**src/rtl/core/bpo_pkg.sv**
```systemverilog
`default_nettype none
package bpo_pkg;

    localparam int unsigned CoordW   = 16;
    localparam int unsigned EdgeW    = CoordW + 1;
    localparam int unsigned CfgIdxW  = 3;
    localparam int unsigned AreaW    = 2 * CoordW;
    localparam int unsigned AreaSumW = AreaW + 1;
    localparam int unsigned OvlW     = 2 * EdgeW;
    // 2 * ow * oh * 65536: one bit for the factor two, CoordW for the Q0.16 scale
    localparam int unsigned LhsW     = OvlW + 1 + CoordW;
    localparam int unsigned RhsW     = CoordW + AreaSumW;
    localparam int unsigned RatioW   = 2 * CoordW;

    typedef enum logic [CfgIdxW-1:0] {
        REG_MIN_OVERLAP      = 3'd0,
        REG_MIN_WIDTH_RATIO  = 3'd1,
        REG_MAX_WIDTH_RATIO  = 3'd2,
        REG_MIN_HEIGHT_RATIO = 3'd3,
        REG_MAX_HEIGHT_RATIO = 3'd4
    } cfg_reg_e;

    typedef struct packed {
        logic [CoordW-1:0] first_x;
        logic [CoordW-1:0] first_y;
        logic [CoordW-1:0] first_width;
        logic [CoordW-1:0] first_height;
        logic [CoordW-1:0] second_x;
        logic [CoordW-1:0] second_y;
        logic [CoordW-1:0] second_width;
        logic [CoordW-1:0] second_height;
    } box_pair_t;

    typedef struct packed {
        logic accepted;
        logic disjoint;
        logic overlap_ok;
        logic width_ratio_ok;
        logic height_ratio_ok;
    } match_result_t;

    typedef struct packed {
        logic [CoordW-1:0] min_overlap;
        logic [CoordW-1:0] min_width_ratio;
        logic [CoordW-1:0] max_width_ratio;
        logic [CoordW-1:0] min_height_ratio;
        logic [CoordW-1:0] max_height_ratio;
    } cfg_t;

    // stage 1 -> stage 2
    typedef struct packed {
        logic              disjoint;
        logic [EdgeW-1:0]  ow;
        logic [EdgeW-1:0]  oh;
        logic [CoordW-1:0] w1;
        logic [CoordW-1:0] h1;
        logic [CoordW-1:0] w2;
        logic [CoordW-1:0] h2;
    } geom_t;

    // stage 2 -> stage 3
    typedef struct packed {
        logic              disjoint;
        logic [OvlW-1:0]   ovl_prod;
        logic [AreaW-1:0]  area1;
        logic [AreaW-1:0]  area2;
        logic [CoordW-1:0] w1;
        logic [CoordW-1:0] h1;
        logic              w2_zero;
        logic              h2_zero;
        logic [RatioW-1:0] w_lo;
        logic [RatioW-1:0] w_hi;
        logic [RatioW-1:0] h_lo;
        logic [RatioW-1:0] h_hi;
    } prod_t;

endpackage
`default_nettype wire

```
**src/rtl/core/bpo_mult.sv**
```systemverilog
`default_nettype none
module bpo_mult
(
    input  wire logic              clk,
    input  wire logic              rst_n,
    input  wire logic              in_valid,
    input  wire bpo_pkg::geom_t    geom,
    input  wire bpo_pkg::cfg_t     cfg,
    output logic                   out_valid,
    output bpo_pkg::prod_t         prod
);

    logic            valid_reg;
    bpo_pkg::prod_t  prod_reg;
    bpo_pkg::prod_t  prod_next;

    always_comb
    begin
        prod_next.disjoint = geom.disjoint;
        prod_next.ovl_prod = bpo_pkg::OvlW'(geom.ow) * bpo_pkg::OvlW'(geom.oh);
        prod_next.area1    = bpo_pkg::AreaW'(geom.w1) * bpo_pkg::AreaW'(geom.h1);
        prod_next.area2    = bpo_pkg::AreaW'(geom.w2) * bpo_pkg::AreaW'(geom.h2);
        prod_next.w1       = geom.w1;
        prod_next.h1       = geom.h1;
        prod_next.w2_zero  = (geom.w2 == '0);
        prod_next.h2_zero  = (geom.h2 == '0);
        prod_next.w_lo     = bpo_pkg::RatioW'(cfg.min_width_ratio) * bpo_pkg::RatioW'(geom.w2);
        prod_next.w_hi     = bpo_pkg::RatioW'(cfg.max_width_ratio) * bpo_pkg::RatioW'(geom.w2);
        prod_next.h_lo     = bpo_pkg::RatioW'(cfg.min_height_ratio) * bpo_pkg::RatioW'(geom.h2);
        prod_next.h_hi     = bpo_pkg::RatioW'(cfg.max_height_ratio) * bpo_pkg::RatioW'(geom.h2);
    end

    always_ff @(posedge clk or negedge rst_n)
    begin
        if (!rst_n)
        begin
            valid_reg <= 1'b0;
        end
        else
        begin
            valid_reg <= in_valid;
        end
    end

    always_ff @(posedge clk)
    begin
        prod_reg <= prod_next;
    end

    assign out_valid = valid_reg;
    assign prod      = prod_reg;

endmodule
`default_nettype wire

```
**config.mk**
```make
export PLATFORM = sky130hd
export DESIGN_NAME = bpo_mult
export DESIGN_NICKNAME = d
export VERILOG_FILES = /design/src/rtl/core/bpo_pkg.sv /design/src/rtl/core/bpo_mult.sv
export SDC_FILE = /design/constraint.sdc
export NUM_CORES = 2
export LEC_CHECK = 0
export BUFFER_PORTS_ARGS = -buffer_cell sky130_fd_sc_hd__buf_2
export CAP_MARGIN = 20
export CORE_MARGIN = 2
export CORE_UTILIZATION = 60
export DETAILED_ROUTE_END_ITERATION = 6
export PLACE_DENSITY = 0.81
export SLEW_MARGIN = 15
export SYNTH_ARGS = -nofsm -noshare
export SYNTH_HDL_FRONTEND = slang
export SYNTH_SLANG_ARGS = --single-unit
```
**constraint.sdc**
```tcl
create_clock -name clk -period 0.8 [get_ports clk]
set_input_delay 0.08 -clock clk [delete_from_list [all_inputs] [get_ports clk]]
set_output_delay 0.08 -clock clk [all_outputs]
set_load 0.1 [all_outputs]
```
==> results.toml <==
[route]
drc = 214
drtIter0Drc = 8465
dr.pass1.iters = 7
vias_per_cell = 6.287
ant_nets = 0
vias = 62900
totalWireLength_um = 279500
wire_per_inst_um = 27.94

[timing]
fmax_ghz = 0.1440
finalHoldViolations = 1
post-route-period-util_pct = 868.3
whs_ns = -0.06117
setup_violations = 483
relSlewSlack_pct = 23.61
setup_slack_ns = -6.146
rsz0062_at_grt = "yes"
worst_pin_slew_ns = 1.146
slew_viol_final = 0
min_period_ns = 6.946

[critical_path]
cp_slowest_cell = "o221ai_4"
startpoint_type = "primary input"
crit_type = "in -> reg"
critical_path_required_ns = 1.37
crit_path_frequent_cell = "fa_1"
cp.arrival_ns = 7.51
crit_family = "adder cells"
crit_path_max_incr_delay_ns = 0.81
crit_fanout = 7
cp-end-kind = "register"
worstPathBufferInverterCount = 6
path_cells = "buf_12 > buf_4 > nand2_1 > fa_1 > inv_1 > fa_1 > fa_1 > fa_1 > fa_1 > inv_1 > fa_1 > inv_1 > ha_1 > a21oi_1 > nor2b_1 > o21ai_1 > nand2b_1 > a21oi_2 > nand3b_1 > o221ai_4 > buf_6 > xnor2_1"

[floorplan]
die_x_um = 333.5
die_height_um = 333.5
die-area_um2 = 111200
row_count = 120
start_util_pct = 60.69
core_um2 = 107400
ioPinCount = 444

[status]
violations = "DRC, hold timing, setup timing"
outcome = "finished, violations left"

[synth]
synth_mux_area_share_pct = 0.01536
synth.distinct_cells = 69
avgSynthCellArea_um2 = 9.086
ys_warn_count = 0
seq_area_frac_synth_pct = 8.057
synth_edf_count = 0
synth_xor_area_share_pct = 2.608
ys_ff_latch = 262
synth_compound_area_share_pct = 5.329
synth_cells = 7171
syn_nets = 9473
async_flop_share_pct = 0.3817
synthAdderAreaFrac_pct = 56.70
syn_area_um2 = 65160
synth_ff_type = "dfxtp_1"
yosys.area_share.simple_pct = 16.34
synth_top_family_by_area = "adder cells"

[cells_and_area]
drive_gt1_share_pct = 29.10
fin_area_um2 = 88940
final_cells = 10000
nNetsFinal = 10850
layout.cells.most_common = "inv_1"
layout.cells.most_common_list = "inv_1 (1467), fa_1 (1306), nand2_1 (988), buf_4 (959), and2_1 (752)"
syn2layout_area_growth_pct = 36.51
largest_reg_flops = 261

[global_route]
grt_max_degree = 39
grt_pass1_wl_um = 351000
antenna_found_initial = 30
track_usage_pct = 40.57
gr-usage-met3_pct = 12.76
grt_use_met2_pct = 68.33
grt_pass1_vias = 65750
top_usage_layer = "met2"
grt_overflow_total = 0
grtUsageMet1_pct = 42.99

[clock_network]
cts_made_buffers = 38
ctsLongestPathBuffers = 3
tritoncts = "yes"
cts-root-buf = "clkbuf_16"
cts_max_level = 2
cts_hold_buf = 42
clock_sinks = 262
clk_pin_slew_worst_paths_ns = 0.07

[placed_design]
placed_area_um2 = 81210
io_buffers = 427
hpwl_um = 156800
gp_congestion = 0.9316
dpl.cell_count = 9702

[worst_hold_path]
hold_class = "in -> reg"
min-delay-start = "geom[66]"
hold_depth = 4
min_to = "prod[228]"

[flow_run]
cap_violations = 0
[logic make-up after synthesis]
| family | after synthesis |
|---|---|
| buffers and inverters | 1900 |
| adder cells (fa/ha/maj) | 2120 |
| XOR/XNOR | 194 |
| AO/OA/AOI/OAI | 532 |
| multiplexers | 1 |
| AND/OR/NAND/NOR | 2162 |
| flip-flops | 262 |
[cell usage after synthesis (4+ instances only)]
master / instances / area share (%)
nand2b_1: 15 / 0.14
a21o_1: 102 / 1.2
o31a_1: 4 / 0.054
o211ai_1: 12 / 0.14
nor3_1: 22 / 0.17
o31ai_1: 5 / 0.058
o21a_1: 26 / 0.30
inv_1: 1599 / 9.2
a21oi_1: 173 / 1.3
a31oi_1: 15 / 0.14
nor2b_1: 22 / 0.21
nor2_1: 96 / 0.55
clkbuf_1: 300 / 1.7
dfxtp_1: 261 / 8.0
o21ai_1: 6 / 0.046
nor4_1: 11 / 0.11
a221oi_1: 4 / 0.054
a41oi_1: 4 / 0.054
a211oi_1: 18 / 0.21
a221o_1: 4 / 0.061
xor2_1: 56 / 0.75
ha_1: 732 / 14
nand2_1: 1041 / 6.0
fa_1: 1388 / 43
a31o_2: 5 / 0.067
xnor2_1: 138 / 1.9
o21bai_1: 28 / 0.32
nand3_1: 34 / 0.26
o21ai_0: 79 / 0.61
nand4_1: 16 / 0.15
o311ai_0: 6 / 0.081
and4_1: 6 / 0.081
and2_1: 862 / 8.3
and3_1: 21 / 0.20
[area by class of cell]
type / instances / area (um^2)
antenna: 25 / 62.56
clock buffer: 48 / 1060
clock inverter: 21 / 306.5
fill: 4920 / 18410
inverter: 1599 / 6011
multi-input combinational: 5009 / 57120
sequential: 262 / 5250
tap: 1403 / 1755
timing repair buffer: 1637 / 17380
[worst max-delay path by stage]
| stage | cells after the start | to | startpoint |
|---|---|---|---|
| 2_1_floorplan | 23 | prod[190] | geom[21] |
| 3_3_place_gp | 24 | prod[127] | geom[21] |
| 3_5_place_dp | 23 | prod[31] | geom[11] |
| 4_1_cts | 24 | prod[189] | geom[6] |
| 5_1_grt | 22 | prod[221] | geom[61] |
| 6_report | 22 | prod[221] | geom[55] |
[per-stage QoR]
| step | TNS (ns) | setup WS [ns] | utilization (%) |
|---|---|---|---|
| after global placement | -850.71 | -5.162 | 75.64 |
| after floorplan | -780.00 | -4.631 | - |
| after detailed placement | -870.17 | -5.314 | 75.64 |
| final | -912.96 | -6.146 | 82.85 |
| after CTS | -834.35 | -4.464 | 79.84 |
| after global routing | -928.12 | -6.030 | 82.82 |
[timing repair]
item / CTS / global route
gates resized for setup: 464 / 662
buffers inserted: 81 / 105
cloned: 11 / 1
setup endpoints to repair: 478 / 479
pin swaps: 286 / 388
hold endpoints to repair: 42 / 1
[metal layers]
| layer | wire length, um | share of wire (%) |
|---|---|---|
| met3 | 43530 | 16 |
| met5 | 1175 | 0.42 |
| met2 | 121700 | 44 |
| met1 | 80980 | 29 |
| met4 | 32150 | 12 |
Power is not shown: default switching activity piles up to over one toggle a cycle in this logic, so the estimate is an artifact.
