$ cat config.mk
export PLATFORM = sky130hd
export DESIGN_NAME = bpo_decide
export DESIGN_NICKNAME = d
export VERILOG_FILES = /design/src/rtl/core/bpo_pkg.sv /design/src/rtl/core/bpo_decide.sv
export SDC_FILE = /design/constraint.sdc
export NUM_CORES = 2
export LEC_CHECK = 0
export BUFFER_PORTS_ARGS = -buffer_cell sky130_fd_sc_hd__buf_2
export CORE_AREA = 2 2 235 237
export DETAILED_ROUTE_END_ITERATION = 12
export DIE_AREA = 0 0 237 239
export PLACE_DENSITY = 0.66
export SLEW_MARGIN = 30
export SYNTH_ARGS = -nofsm -noshare
export SYNTH_HDL_FRONTEND = slang
export SYNTH_SLANG_ARGS = --single-unit
$ cat constraint.sdc
create_clock -name clk -period 5.8 [get_ports clk]
set_clock_uncertainty 0.05 [all_clocks]
set_input_delay 1.16 -clock clk [delete_from_list [all_inputs] [get_ports clk]]
set_output_delay 1.16 -clock clk [all_outputs]
set_load 0.005 [all_outputs]
$ cat src/rtl/core/bpo_pkg.sv
`default_nettype none
package bpo_pkg;

    localparam int unsigned CoordW   = 16;
    localparam int unsigned EdgeW    = CoordW + 1;
    localparam int unsigned CfgIdxW  = 3;
    localparam int unsigned AreaW    = 2 * CoordW;
    localparam int unsigned AreaSumW = AreaW + 1;
    localparam int unsigned OvlW     = 2 * EdgeW;
    // 2 * ow * oh * 65536: one bit for the factor two, CoordW for the Q0.16 scale
    localparam int unsigned LhsW     = OvlW + 1 + CoordW;
    localparam int unsigned RhsW     = CoordW + AreaSumW;
    localparam int unsigned RatioW   = 2 * CoordW;

    typedef enum logic [CfgIdxW-1:0] {
        REG_MIN_OVERLAP      = 3'd0,
        REG_MIN_WIDTH_RATIO  = 3'd1,
        REG_MAX_WIDTH_RATIO  = 3'd2,
        REG_MIN_HEIGHT_RATIO = 3'd3,
        REG_MAX_HEIGHT_RATIO = 3'd4
    } cfg_reg_e;

    typedef struct packed {
        logic [CoordW-1:0] first_x;
        logic [CoordW-1:0] first_y;
        logic [CoordW-1:0] first_width;
        logic [CoordW-1:0] first_height;
        logic [CoordW-1:0] second_x;
        logic [CoordW-1:0] second_y;
        logic [CoordW-1:0] second_width;
        logic [CoordW-1:0] second_height;
    } box_pair_t;

    typedef struct packed {
        logic accepted;
        logic disjoint;
        logic overlap_ok;
        logic width_ratio_ok;
        logic height_ratio_ok;
    } match_result_t;

    typedef struct packed {
        logic [CoordW-1:0] min_overlap;
        logic [CoordW-1:0] min_width_ratio;
        logic [CoordW-1:0] max_width_ratio;
        logic [CoordW-1:0] min_height_ratio;
        logic [CoordW-1:0] max_height_ratio;
    } cfg_t;

    // stage 1 -> stage 2
    typedef struct packed {
        logic              disjoint;
        logic [EdgeW-1:0]  ow;
        logic [EdgeW-1:0]  oh;
        logic [CoordW-1:0] w1;
        logic [CoordW-1:0] h1;
        logic [CoordW-1:0] w2;
        logic [CoordW-1:0] h2;
    } geom_t;

    // stage 2 -> stage 3
    typedef struct packed {
        logic              disjoint;
        logic [OvlW-1:0]   ovl_prod;
        logic [AreaW-1:0]  area1;
        logic [AreaW-1:0]  area2;
        logic [CoordW-1:0] w1;
        logic [CoordW-1:0] h1;
        logic              w2_zero;
        logic              h2_zero;
        logic [RatioW-1:0] w_lo;
        logic [RatioW-1:0] w_hi;
        logic [RatioW-1:0] h_lo;
        logic [RatioW-1:0] h_hi;
    } prod_t;

endpackage
`default_nettype wire

$ cat src/rtl/core/bpo_decide.sv
`default_nettype none
module bpo_decide
(
    input  wire logic                    clk,
    input  wire logic                    rst_n,
    input  wire logic                    in_valid,
    input  wire bpo_pkg::prod_t          prod,
    input  wire logic [bpo_pkg::CoordW-1:0] min_overlap,
    output logic                         out_valid,
    output bpo_pkg::match_result_t       result
);

    // stage 3: area sum, ratio compares
    logic                          s3_valid_reg;
    logic                          s3_disjoint_reg;
    logic [bpo_pkg::OvlW-1:0]      s3_ovl_reg;
    logic [bpo_pkg::AreaSumW-1:0]  s3_area_sum_reg;
    logic                          s3_wr_ok_reg;
    logic                          s3_hr_ok_reg;
    logic [bpo_pkg::AreaSumW-1:0]  s3_area_sum_next;
    logic                          s3_wr_ok_next;
    logic                          s3_hr_ok_next;
    logic [bpo_pkg::RatioW-1:0]    w1_scaled;
    logic [bpo_pkg::RatioW-1:0]    h1_scaled;

    // stage 4: threshold product
    logic                          s4_valid_reg;
    logic                          s4_disjoint_reg;
    logic [bpo_pkg::OvlW-1:0]      s4_ovl_reg;
    logic                          s4_area_nz_reg;
    logic [bpo_pkg::RhsW-1:0]      s4_rhs_reg;
    logic                          s4_wr_ok_reg;
    logic                          s4_hr_ok_reg;
    logic [bpo_pkg::RhsW-1:0]      s4_rhs_next;

    // stage 5: final compare into output register
    logic                          s5_valid_reg;
    bpo_pkg::match_result_t        s5_result_reg;
    bpo_pkg::match_result_t        s5_result_next;
    logic [bpo_pkg::LhsW-1:0]      lhs;
    logic                          ov_ok;

    always_comb
    begin
        s3_area_sum_next = bpo_pkg::AreaSumW'(prod.area1) + bpo_pkg::AreaSumW'(prod.area2);
        w1_scaled = {8'd0, prod.w1, 8'd0};
        h1_scaled = {8'd0, prod.h1, 8'd0};
        s3_wr_ok_next = !prod.w2_zero && (w1_scaled >= prod.w_lo) && (w1_scaled <= prod.w_hi);
        s3_hr_ok_next = !prod.h2_zero && (h1_scaled >= prod.h_lo) && (h1_scaled <= prod.h_hi);
    end

    always_comb
    begin
        s4_rhs_next = bpo_pkg::RhsW'(min_overlap) * bpo_pkg::RhsW'(s3_area_sum_reg);
    end

    always_comb
    begin
        lhs   = {s4_ovl_reg, {(bpo_pkg::CoordW + 1){1'b0}}};
        ov_ok = !s4_disjoint_reg && s4_area_nz_reg && (lhs > bpo_pkg::LhsW'(s4_rhs_reg));
        s5_result_next.disjoint        = s4_disjoint_reg;
        s5_result_next.overlap_ok      = ov_ok;
        s5_result_next.width_ratio_ok  = s4_wr_ok_reg;
        s5_result_next.height_ratio_ok = s4_hr_ok_reg;
        s5_result_next.accepted        = ov_ok && s4_wr_ok_reg && s4_hr_ok_reg;
    end

    always_ff @(posedge clk or negedge rst_n)
    begin
        if (!rst_n)
        begin
            s3_valid_reg <= 1'b0;
            s4_valid_reg <= 1'b0;
            s5_valid_reg <= 1'b0;
        end
        else
        begin
            s3_valid_reg <= in_valid;
            s4_valid_reg <= s3_valid_reg;
            s5_valid_reg <= s4_valid_reg;
        end
    end

    always_ff @(posedge clk)
    begin
        s3_disjoint_reg <= prod.disjoint;
        s3_ovl_reg      <= prod.ovl_prod;
        s3_area_sum_reg <= s3_area_sum_next;
        s3_wr_ok_reg    <= s3_wr_ok_next;
        s3_hr_ok_reg    <= s3_hr_ok_next;

        s4_disjoint_reg <= s3_disjoint_reg;
        s4_ovl_reg      <= s3_ovl_reg;
        s4_area_nz_reg  <= (s3_area_sum_reg != '0);
        s4_rhs_reg      <= s4_rhs_next;
        s4_wr_ok_reg    <= s3_wr_ok_reg;
        s4_hr_ok_reg    <= s3_hr_ok_reg;

        s5_result_reg   <= s5_result_next;
    end

    assign out_valid = s5_valid_reg;
    assign result    = s5_result_reg;

endmodule
`default_nettype wire

==> impl_results.md <==
- Status: complete, but fails checks
- Failing checks: negative setup slack
- Max-slew headroom: 56.8%
- Fin util: approximately 56%
- Ys flop type: dfxtp_1
- Multi-input logic area: around 19,000 sq um
- Post-synth ARST share: under 10%
- Die Ht: around 240 microns
- Top post-synthesis cells by area: fa_1 36%, dfxtp_1 13%, ha_1 13%
- Worst min path class: reg -> reg
- Vias post-DR: roughly 20,000
- Mean cell area of the mapped netlist: approximately 9 sq um
- Cells after synthesis: 2,672
- YS warnings: 0
- Hold depth: 0
- Detailed placement HPWL: between 50,000 and 60,000 microns
- Worst r2r path cells: 22
- CP Class: in -> reg
- Area leader, netlist: fa_1
- Max Cap Viol: 0
- Worst path slowest cell: fa_2
- Clock Tree Root: clkbuf_16
- Dpl ws: -1360 ps
- TritonCTS clock tree: done
- Clock tree sinks: around 170
- Layout cells sized above 1: around a quarter
- WHS Endpoint: s4_ovl_reg[23]$_DFF_P_
- Vias in the first global route: between 20,000 and 25,000
- Latest clock arrival within the worst-skew pair: about 470 ps
- DRC errors left: 0
- CTS clock-pin slew for the worst setup and hold paths: ~70 ps
- Port Buffers: between 200 and 300
- Commonest non-fill, non-tap cell in the layout: inv_1
- Most frequent cells in the layout: 547 x inv_1, 399 x fa_1, 341 x nand2_1
- NumNets Final: about 4,100
- Setup-failing EPs final: 29
- Placed cells: approximately 3,800
- Netlist cell types: a little over 60
- Area grow syn2layout: 27.1%
- CP most frequent cell: fa_1
- Total GRT Usage: 24.5%
- Core Area: 54,300 sq um
- Worst r2r src: s3_area_sum_reg[12]$_DFF_P_
- Yosys top cell area share: a little over a third
- Initial DRC count: around 950
- Hold buffer count at cts: 0
- Reg area: 3320 sq um
- Initial Util: between 40 and 50%
- Clock Path Buffers: 2
- Post-Syn Area: around 24,000 sq um
- Vias/cell: approximately 5
- Seq/Total Area, Yosys: 13.8%
- Cell Chain, Critical Path: buf_12, buf_12, nand2_2, fa_1, inv_1, fa_1, fa_2, fa_2, fa_1, inv_1, fa_1, inv_2, ha_4, and3_4, nand4_1, a31o_4, a21oi_4, o21ai_2, o21a_1, o31a_1, o21ai_1, xor2_1
- R2R Setup Slk: -540 ps
- Setup WS post-layout: -720 ps
- Synth Register Bits: about 170
- CTS H-Tree Depth: 4
- CP Capture Type: flip-flop
- Worst-Margin Slew: ~650 ps
- Post-synthesis net count: 3,634
- CP arrival: between 6000 and 7000 ps
- Detail Route Antenna Nets: 0
- CP Launch Type: primary input
- Hold slack: 270 ps
- Final Hold Violating Endpoints: 0
- Final period util: 112%
- Horiz. Die Dim: roughly 240 microns
- Max FFs per register: about 50
- CTS Buf Count: 17
- CP Data Required Time: between 6000 and 7000 ps
- Site row count: 86
- WL per Instance: ~17 microns
- Initial antenna violation count: 2
- Worst-path fanout max: 6
- Global-route wire length before repair: between 100,000 and 150,000 microns
- FILL cells: 4,786
- Gr ovfl total: 0
- Final WL: between 60,000 and 70,000 microns
- Largest net degree at the start of global routing: 25
- Die area: approximately 57,000 sq um
- Fin. max-slew vios: 0
- Minimum clock period: about 6500 ps
- Hold wc startpoint: s3_ovl_reg[23]$_DFF_P_
- RSZ-0062 raised after global routing: yes
- Max Freq: 153 MHz
- First-pass DRT Iterations: 6
- Finished Layout Cells: roughly 3,900
- Top Ports: 286
- GPL Wtd Cong: approximately 0.91
- Number of synthesized flops with an enable pin: 0
- R2R Path End: s4_rhs_reg[42]$_DFF_P_
- Crit-path max cell delay: ~580 ps
final cells by class:
cell class	instances	share of cell area, %
timing repair buffer	589	14.7
sequential	165	10.8
clock inverter	13	0.380
inverter	583	7.16
antenna	1	0.00818
tap	704	2.88
clock buffer	18	1.43
multi-input combinational	1827	62.6
timing repair:
action                     CTS  global route
hold endpoints to repair     0             0
setup endpoints to repair   32            34
gates resized for setup    108           125
setup buffers               21            22
cloned                       5             7
pin swaps                   68           104
synth_stat cells, types with 3 or more instances:
library cell,n
a21oi_1,97
o211ai_1,4
xor2_1,24
fa_1,433
a21boi_0,4
a21o_2,3
nor3_1,10
a31oi_1,4
nand2b_1,11
inv_1,583
o21ai_0,51
o21ai_1,4
o31a_1,4
a31o_2,3
and3_1,7
dfxtp_1,162
o21bai_1,9
or3_1,4
a21o_1,69
o21a_1,14
nand4b_1,4
xnor2_1,44
and2_1,221
dfrtp_1,3
o2111ai_1,4
a41o_1,4
nand2_1,358
nor2_1,53
nand4_1,28
nor4_1,24
clkbuf_1,97
a211oi_1,14
ha_1,249
a211o_1,3
nand3_1,15
nor2b_1,18
per-stage QoR:
stage	setup TNS (ps)	cell area, sq um
finish	-12350	30600
global route	-16660	30600
CTS	-8920	29900
detailed placement	-35520	28600
global placement	-32470	28600
floorplan	-11930	24700
critical path, delay by kind of cell:
| kind | cells | cell delay (ps) |
|---|---|---|
| AO/OA/AOI/OAI | 6 | 1330 |
| XOR/XNOR | 1 | 170 |
| adder cells (fa/ha/maj) | 7 | 3330 |
| buffers and inverters | 5 | 430 |
| AND/OR/NAND/NOR | 3 | 430 |
worst max path at each step:
stage / start / end / slack [ps] / cells past startpoint
floorplan: min_overlap[5] / s4_rhs_reg[43]$_DFF_P_ / -680 / 23
global placement: min_overlap[6] / s4_rhs_reg[48]$_DFF_P_ / -1240 / 23
detailed placement: min_overlap[6] / s4_rhs_reg[42]$_DFF_P_ / -1360 / 24
CTS: min_overlap[6] / s4_rhs_reg[42]$_DFF_P_ / -550 / 24
global route: min_overlap[9] / s4_rhs_reg[37]$_DFF_P_ / -850 / 24
finish: min_overlap[9] / s4_rhs_reg[43]$_DFF_P_ / -720 / 22
logic make-up after synthesis:
group / share of synthesized area (%)
adders and majority gates: 49.0
AOI/OAI and AO/OA: 8.47
muxes: 0.0468
and+or+nand+nor: 15.7
buffers and inverters: 10.6
DFF: 13.8
xor gates and xnor gates: 2.47
metal layers:
metal  GRT usage [%]  vias to the layer above  part of all wire [%]
met5               0                        -                 0.016
met4            10.7                        2                   4.1
met3            4.05                      164                   4.9
met2            45.8                      584                    52
met1            27.4                     9990                    39
li1                -                     9227                     -
Power is left out: the tool's default activity adds up to more than one toggle a clock period on the data nets, which glitch-free logic cannot reach.
