### src/rtl/core/bpo_pkg.sv
`default_nettype none
package bpo_pkg;

    localparam int unsigned CoordW   = 16;
    localparam int unsigned EdgeW    = CoordW + 1;
    localparam int unsigned CfgIdxW  = 3;
    localparam int unsigned AreaW    = 2 * CoordW;
    localparam int unsigned AreaSumW = AreaW + 1;
    localparam int unsigned OvlW     = 2 * EdgeW;
    // 2 * ow * oh * 65536: one bit for the factor two, CoordW for the Q0.16 scale
    localparam int unsigned LhsW     = OvlW + 1 + CoordW;
    localparam int unsigned RhsW     = CoordW + AreaSumW;
    localparam int unsigned RatioW   = 2 * CoordW;

    typedef enum logic [CfgIdxW-1:0] {
        REG_MIN_OVERLAP      = 3'd0,
        REG_MIN_WIDTH_RATIO  = 3'd1,
        REG_MAX_WIDTH_RATIO  = 3'd2,
        REG_MIN_HEIGHT_RATIO = 3'd3,
        REG_MAX_HEIGHT_RATIO = 3'd4
    } cfg_reg_e;

    typedef struct packed {
        logic [CoordW-1:0] first_x;
        logic [CoordW-1:0] first_y;
        logic [CoordW-1:0] first_width;
        logic [CoordW-1:0] first_height;
        logic [CoordW-1:0] second_x;
        logic [CoordW-1:0] second_y;
        logic [CoordW-1:0] second_width;
        logic [CoordW-1:0] second_height;
    } box_pair_t;

    typedef struct packed {
        logic accepted;
        logic disjoint;
        logic overlap_ok;
        logic width_ratio_ok;
        logic height_ratio_ok;
    } match_result_t;

    typedef struct packed {
        logic [CoordW-1:0] min_overlap;
        logic [CoordW-1:0] min_width_ratio;
        logic [CoordW-1:0] max_width_ratio;
        logic [CoordW-1:0] min_height_ratio;
        logic [CoordW-1:0] max_height_ratio;
    } cfg_t;

    // stage 1 -> stage 2
    typedef struct packed {
        logic              disjoint;
        logic [EdgeW-1:0]  ow;
        logic [EdgeW-1:0]  oh;
        logic [CoordW-1:0] w1;
        logic [CoordW-1:0] h1;
        logic [CoordW-1:0] w2;
        logic [CoordW-1:0] h2;
    } geom_t;

    // stage 2 -> stage 3
    typedef struct packed {
        logic              disjoint;
        logic [OvlW-1:0]   ovl_prod;
        logic [AreaW-1:0]  area1;
        logic [AreaW-1:0]  area2;
        logic [CoordW-1:0] w1;
        logic [CoordW-1:0] h1;
        logic              w2_zero;
        logic              h2_zero;
        logic [RatioW-1:0] w_lo;
        logic [RatioW-1:0] w_hi;
        logic [RatioW-1:0] h_lo;
        logic [RatioW-1:0] h_hi;
    } prod_t;

endpackage
`default_nettype wire

### src/rtl/core/bpo_geom.sv
`default_nettype none
module bpo_geom
(
    input  wire logic                  clk,
    input  wire logic                  rst_n,
    input  wire logic                  in_valid,
    input  wire bpo_pkg::box_pair_t    boxes,
    output logic                       out_valid,
    output bpo_pkg::geom_t             geom
);

    logic                        valid_reg;
    bpo_pkg::geom_t              geom_reg;
    bpo_pkg::geom_t              geom_next;
    logic [bpo_pkg::EdgeW-1:0]   x1, y1, x2, y2, r1, b1, r2, b2;
    logic [bpo_pkg::EdgeW-1:0]   right_min, bottom_min, left_max, top_max;

    always_comb
    begin
        x1 = {1'b0, boxes.first_x};
        y1 = {1'b0, boxes.first_y};
        x2 = {1'b0, boxes.second_x};
        y2 = {1'b0, boxes.second_y};
        r1 = x1 + {1'b0, boxes.first_width};
        b1 = y1 + {1'b0, boxes.first_height};
        r2 = x2 + {1'b0, boxes.second_width};
        b2 = y2 + {1'b0, boxes.second_height};

        right_min  = (r1 < r2) ? r1 : r2;
        bottom_min = (b1 < b2) ? b1 : b2;
        left_max   = (x1 > x2) ? x1 : x2;
        top_max    = (y1 > y2) ? y1 : y2;

        geom_next.disjoint = (x1 > r2) || (y1 > b2) || (r1 < x2) || (b1 < y2);
        // extents wrap when disjoint; masked further down
        geom_next.ow = right_min - left_max;
        geom_next.oh = bottom_min - top_max;
        geom_next.w1 = boxes.first_width;
        geom_next.h1 = boxes.first_height;
        geom_next.w2 = boxes.second_width;
        geom_next.h2 = boxes.second_height;
    end

    always_ff @(posedge clk or negedge rst_n)
    begin
        if (!rst_n)
        begin
            valid_reg <= 1'b0;
        end
        else
        begin
            valid_reg <= in_valid;
        end
    end

    always_ff @(posedge clk)
    begin
        geom_reg <= geom_next;
    end

    assign out_valid = valid_reg;
    assign geom      = geom_reg;

endmodule
`default_nettype wire

### config.mk
export PLATFORM = sky130hd
export DESIGN_NAME = bpo_geom
export DESIGN_NICKNAME = d
export VERILOG_FILES = /design/src/rtl/core/bpo_pkg.sv /design/src/rtl/core/bpo_geom.sv
export SDC_FILE = /design/constraint.sdc
export NUM_CORES = 1
export LEC_CHECK = 0
export BUFFER_PORTS_ARGS = -buffer_cell sky130_fd_sc_hd__clkbuf_2
export CAP_MARGIN = 20
export CORE_MARGIN = 2
export CORE_UTILIZATION = 40
export DETAILED_ROUTE_END_ITERATION = 7
export REMOVE_ABC_BUFFERS = 1
export SLEW_MARGIN = 0
export SYNTH_ARGS = -nofsm -noshare
export SYNTH_HDL_FRONTEND = slang
export SYNTH_SLANG_ARGS = --single-unit
### constraint.sdc
create_clock -name clk -period 0.8 [get_ports clk]
set_input_delay 0.2 -clock clk [delete_from_list [all_inputs] [get_ports clk]]
set_output_delay 0.2 -clock clk [all_outputs]
set_load 0.01 [all_outputs]
==> results of run 1 <==
[layer usage]
| layer | up-vias | track usage, % |
|---|---|---|
| met4 | 0 | 8.182 |
| met5 | - | 0 |
| met1 | 5032 | 29.01 |
| met3 | 48 | 2.579 |
| li1 | 5565 | - |
| met2 | 218 | 47.60 |
[power breakdown]
part / switching (mW) / internal, mW / leakage, nW / total (mW)
logic: 13.6 / 15.6 / 7.49 / 29.2
registers: 0.319 / 6.30 / 0.847 / 6.62
clock network: 2.22 / 2.52 / 0.149 / 4.74
[per-stage QoR]
step	utilization [%]	setup TNS [ns]
finish	70.04	-163.90
floorplan	-	-158.65
global route	70.04	-172.63
CTS	66.30	-166.98
global placement	59.92	-170.25
detailed placement	59.92	-174.55
[worst max-delay path: cells and delay by family]
family | cells | cell delay (ns)
mux | 1 | 0.17
simple gates | 6 | 1.04
fa+ha+maj | 5 | 1.30
xor+xnor | 2 | 0.27
compound gates | 15 | 2.55
buf+inv | 4 | 0.48
[worst max path at each step]
stage | startpoint | slack, ns | endpoint
2_1_floorplan | boxes[80] | -5.59 | geom[97]
3_3_place_gp | boxes[16] | -5.79 | geom[97]
3_5_place_dp | boxes[16] | -5.93 | geom[97]
4_1_cts | boxes[112] | -5.02 | geom[97]
5_1_grt | boxes[112] | -5.23 | geom[97]
6_report | boxes[112] | -4.98 | geom[97]
[cells in the mapped netlist, drive strengths merged (12+ instances only)]
library cell | n | area share [%]
ha | 214 | 28
dfxtp | 99 | 20
a21oi | 91 | 4.8
inv | 83 | 3.2
o21ai | 69 | 3.7
nand2 | 60 | 2.3
xnor2 | 58 | 5.3
nor2 | 56 | 2.2
a21o | 49 | 3.8
mux2i | 39 | 4.0
o21a | 23 | 1.8
nand3 | 22 | 1.1
nand4 | 21 | 1.4
xor2 | 21 | 1.9
a211oi | 15 | 1.2
nand2b | 15 | 0.97
nor3 | 15 | 0.78
nor2b | 12 | 0.78
[logic make-up after synthesis]
kind of cell | count (synthesis) | synth area share, %
adder cells (fa/ha/maj) | 222 | 29.14
multiplexers | 42 | 4.385
flip-flops | 100 | 20.75
buffers and inverters | 90 | 3.570
XOR/XNOR | 79 | 7.153
AO/OA/AOI/OAI | 328 | 22.48
AND/OR/NAND/NOR | 243 | 12.52
[layout by cell type (no fill, tap or decap), types with 9 or more instances in the layout]
cell type      netlist  routed
nand2_1             60      55
nor2b_1             12       9
inv_1               83      78
o21a_1              22      21
ha_1               214     200
o21ai_2              0       9
ha_4                 0      13
nand2b_1            15      15
buf_4                0     425
mux2i_1             39      38
xnor2_1             58      51
dlygate4sd3_1        0      61
nand3_1             22      21
o21ai_1             18      19
a21oi_2              3      20
a21oi_1             88      66
dfxtp_1             99      72
nand4_1             21      21
nor2_1              56      48
buf_6                0      42
xor2_1              21      19
dfxtp_2              0      27
buf_2                6      71
a21o_1              49      49
clkbuf_16            0       9
clkbuf_2             0     127
o21ai_0             50      37
nor3_1              15      14
[area by class of cell]
cell class                      instances  area (sq um)
Clock inverter                          5         61.31
Inverter                               83         311.5
Timing Repair Buffer                  731          5340
Sequential cell                       100          2041
Tap cell                              319         399.1
Clock buffer                           10         239.0
Fill cell                            1923          7074
Multi-Input combinational cell        914          8147
[timing repair]
action	CTS	global route
endpoints found under the hold margin	61	0
setup buffers	21	31
pin swaps	83	97
hold buffers	61	0
endpoints found under the setup margin	135	135
cloned	0	1
gates resized for setup	113	246
==> flow_summary.toml, run 1 <==
[floorplanning]
dieWidth_microns = 159.5
dieHeight_microns = 159.5
row_count = 56
core-area_sq_um = 23610
ios = 231
dieArea_sq_um = 25440
start_util_pct = 40.97

[detailed_routing]
ant_nets = 0
dr_wl_met3_mm = 1.154
post_drt_wl_per_cell_microns = 15.35
via_count = 10860
topRoutingLayerUsed = "met4"
vias_per_cell = 5.025
wl_met2_mm = 17.18
dr.pass1.iters = 5
route.detailed.drc = 0
wl_met1_mm = 14.07
drtIter0Drc = 408
drt-total-wl_mm = 33.19

[synthesis]
synth_edf_count = 0
synth-async-reset-ratio_pct = 1.000
syn-cell-area_sq_um = 9673
yosysWarnings = 0
synth_flop_cell = "dfxtp_1"
synth_cell_types = 73
synth.yosys.seq_area_share_pct = 20.75
syn_avg_cell_area_sq_um = 8.762
postSynthCellCount = 1104
synth-seq-cells = 100

[timing]
grt_setup_unrepaired = "true"
fin_ws_ns = -4.978
worst_pin_slew_ns = 0.4883
fmaxAchievable_ghz = 0.1731
min_period_ns = 5.778
hold_viol_final = 0
setup_violations = 135
whs_ns = 0.05358
finalCritPeriodShare_pct = 722.2
slew_headroom_pct = 66.60
slew_violations = 0

[power_and_ir_drop]
power_mw = 40.60
p_leak_nw = 8.482
vdd_ir_drop_max_uv = 1949
pwr_density_cell_nw_per_um2 = 2455

[worst_setup_path]
cpMostUsedCell = "a21o_1"
startpoint_type = "input pin"
critPathSlowestCell = "or4_4"
worst_ep_required_time_ns = 1.05
max_stage_delay_ns = 0.49
critical_path.max_fanout = 2
arrival_ns = 6.03
crit_type = "in -> reg"
cp-end-kind = "flop"

[global_route]
antenna_found_initial = 0
grt_pass1_wl_mm = 51.79
grt_max_degree = 20
grt_pass1_vias = 11200
gr-total-overflow = 0
grt_usage_pct = 25.00

[finish]
largest_reg_flops = 99
nets = 2190
layout-drive-gt1-share_pct = 47.04
antenna_cells = 0
area_growth_pct = 70.97
stdcell_count = 2162
stdcell_area_sq_um = 16540

[outcome]
violations = "negative setup slack"
status = "complete, but fails checks"

[cts]
cts.sinks = 100
cts_made_buffers = 9
clk_pin_slew_ns = 0.08
cts-htree-levels = 3
cts_tree = "yes"
ctsLongestPathBuffers = 2
cts-root-buf = "clkbuf_16"

[hold_path]
min_to = "geom[19]"
whs_path_depth = 2
hp-class = "in -> reg"
min_from = "boxes[19]"

[flow_run]
cap_violations = 0

[placed_design]
dp_hpwl_mm = 26.35
dp.cells = 2039
pre_cts_slack_ns = -5.929
placed_area_sq_um = 14150
gp_congestion = 0.9089
numPortBuffers = 230
Note: power is estimated with default switching activity, not from simulation.
==> run 2, diff against run 1 <==
ABC_AREA = 1   (was unset)
==> run 2 against run 1 <==
The flow finishes with violations (design-rule violations, negative setup slack). First-iteration DRC count up 11%. Synthesized area up 4.7%. Core utilization up 4.0 points. Clock-buffer cell count unchanged. Critical path type unchanged. Global-route usage up 2.1 points. Non-clock buffer count up 55. Final area up 12%. Largest cell class unchanged. Synthesized cell count up 26%.
==> flow_summary.toml, run 2 <==
[placed_design]
pre_cts_slack_ns = -4.486
numPortBuffers = 230
dp.cells = 2390
dp_hpwl_mm = 29.55
gp_congestion = 0.9065

[power_and_ir_drop]
vdd_ir_drop_max_uv = 1499
pwr_density_cell_nw_per_um2 = 2333
power_mw = 43.22
p_leak_nw = 9.508

[synthesis]
synth.yosys.seq_area_share_pct = 19.81
synth_edf_count = 0
synth_cell_types = 45
synth-simple-area-share_pct = 23.85
syn-cell-area_sq_um = 10130
yosysMostFrequentCell = "nand2_1"
synth_mux_area_share_pct = 0
postSynthCellCount = 1392
syn_avg_cell_area_sq_um = 7.278
yosys-top-cells-count = "nand2_1 (338), ha_1 (214), inv_1 (150)"
synth_adder_area_share_pct = 27.62
synth_xor_xnor_area_share_pct = 6.743
yosysWarnings = 0
synth_compound_area_share_pct = 15.36
synth_area_leaders = "ha_1 (26%), dfxtp_1 (20%), nand2_1 (13%)"
synth-async-reset-ratio_pct = 1.000
synth_top_family_by_area = "adder cells"
synth_top_area_share_pct = 26.43
synth_flop_cell = "dfxtp_1"
synth-seq-cells = 100
synth_top_area_cell = "ha_1"

[detailed_routing]
vias_per_cell = 4.996
via_count = 12570
ant_nets = 0
route.detailed.drc = 2
drtIter0Drc = 451
post_drt_wl_per_cell_microns = 15.56
dr.pass1.iters = 8
drt-total-wl_mm = 39.13

[worst_setup_path]
critPathSlowestCell = "fa_2"
arrival_ns = 4.70
worst_ep_required_time_ns = 1.09
cp-endpoint = "geom[93]"
cpMostUsedCell = "buf_6"
crit_type = "in -> reg"
cp-end-kind = "flop"
critical_path.startpoint = "boxes[80]"
max_stage_delay_ns = 0.42
critical_path.max_fanout = 4
startpoint_type = "input pin"

[timing]
fin_ws_ns = -3.610
setup_violations = 135
worst_pin_slew_ns = 0.7316
grt_setup_unrepaired = "true"
whs_ns = 0.03909
slew_violations = 0
fmaxAchievable_ghz = 0.2268
finalCritPeriodShare_pct = 551.2
hold_viol_final = 0
timing.setup.tns_ns = -131.07
min_period_ns = 4.410
slew_headroom_pct = 50.71

[floorplanning]
start_util_pct = 40.46
dieArea_sq_um = 26620
row_count = 58
ios = 231
core-area_sq_um = 25040
dieWidth_microns = 163.1
dieHeight_microns = 163.1

[finish]
stdcell_count = 2515
nFillCells = 1895
area_growth_pct = 82.87
regArea_sq_um = 2064
final_common_cell = "buf_4"
multi_input_area_sq_um = 9176
layout-drive-gt1-share_pct = 50.05
mostFrequentLayoutCells = "buf_4 (465), nand2_1 (285), ha_1 (166)"
nets = 2530
largest_reg_flops = 99

[cts]
cts-root-buf = "clkbuf_16"
cts_made_buffers = 9
cts_tree = "yes"
clk_pin_slew_ns = 0.08
cts-htree-levels = 3
cts.sinks = 100
ctsLongestPathBuffers = 2

[outcome]
status = "complete, but fails checks"
violations = "design-rule violations, negative setup slack"

[global_route]
antenna_found_initial = 1
gr-total-overflow = 0
grt_pass1_wl_mm = 57.56
grt_pass1_vias = 12620
grt_max_degree = 27
grt_usage_pct = 27.14

[flow_run]
cap_violations = 0

[hold_path]
hp-class = "in -> reg"
==> run 2: cell type report <==
type                            instances  area share (%)
Timing Repair inverter                  1         0.03377
Antenna cell                            1         0.01351
Clock buffer                           10           1.290
Timing Repair Buffer                  786           32.37
Clock inverter                          6          0.2904
Inverter                              151           3.100
Sequential cell                       100           11.14
Tap cell                              330           2.229
Multi-Input combinational cell       1130           49.53
==> run 2: routing by layer <==
metal  global-route usage (%)  part of all wire [%]
met4                    10.94                   3.7
met3                    3.301                   3.7
met2                    53.28                    54
met1                    29.04                    39
met5                        0                     0
==> run 2: worst min path at each step <==
stage	from	to	cells past startpoint
3_5_place_dp	rst_n	out_valid	1
6_report	boxes[69]	geom[37]	1
4_1_cts	boxes[70]	geom[38]	1
2_1_floorplan	rst_n	out_valid	0
3_3_place_gp	rst_n	out_valid	1
5_1_grt	boxes[69]	geom[37]	1
==> run 2: repair_timing <==
item / in CTS / in global routing
hold buffers: 61 / 1
gates resized for setup: 230 / 341
pin swaps: 81 / 142
endpoints found under the hold margin: 61 / 1
cloned: 1 / 1
buffers inserted: 41 / 17
endpoints found under the setup margin: 135 / 135
==> run 2: kinds of logic (layout without fill, tap and decap cells) <==
group	count (synthesis)	in the layout
adders and majority gates	220	220
AOI/OAI and AO/OA	267	267
other	0	1
and+or+nand+nor	565	565
DFF	100	100
buffers and inverters	162	954
xor gates and xnor gates	78	78
==> run 2: metrics by stage <==
stage	cell area [sq um]	utilization, %
final	18530	74.00
after global routing	18520	73.99
after CTS	17250	68.90
after detailed placement	14980	59.84
after global placement	14980	59.84
after floorplan	10030	-
==> run 2: critical path: cells and delay by family <==
kind	cells	cell delay, ns
simple gates	8	0.79
buf+inv	5	0.64
fa+ha+maj	4	1.32
compound gates	10	1.42
xor+xnor	2	0.33
==> run 2: power by group <==
part           leakage (nW)  internal (mW)  switching [mW]  total (mW)
logic                  8.52           16.2            15.5        31.7
clock network         0.142           2.27            2.43        4.70
registers             0.847           6.34           0.431        6.77
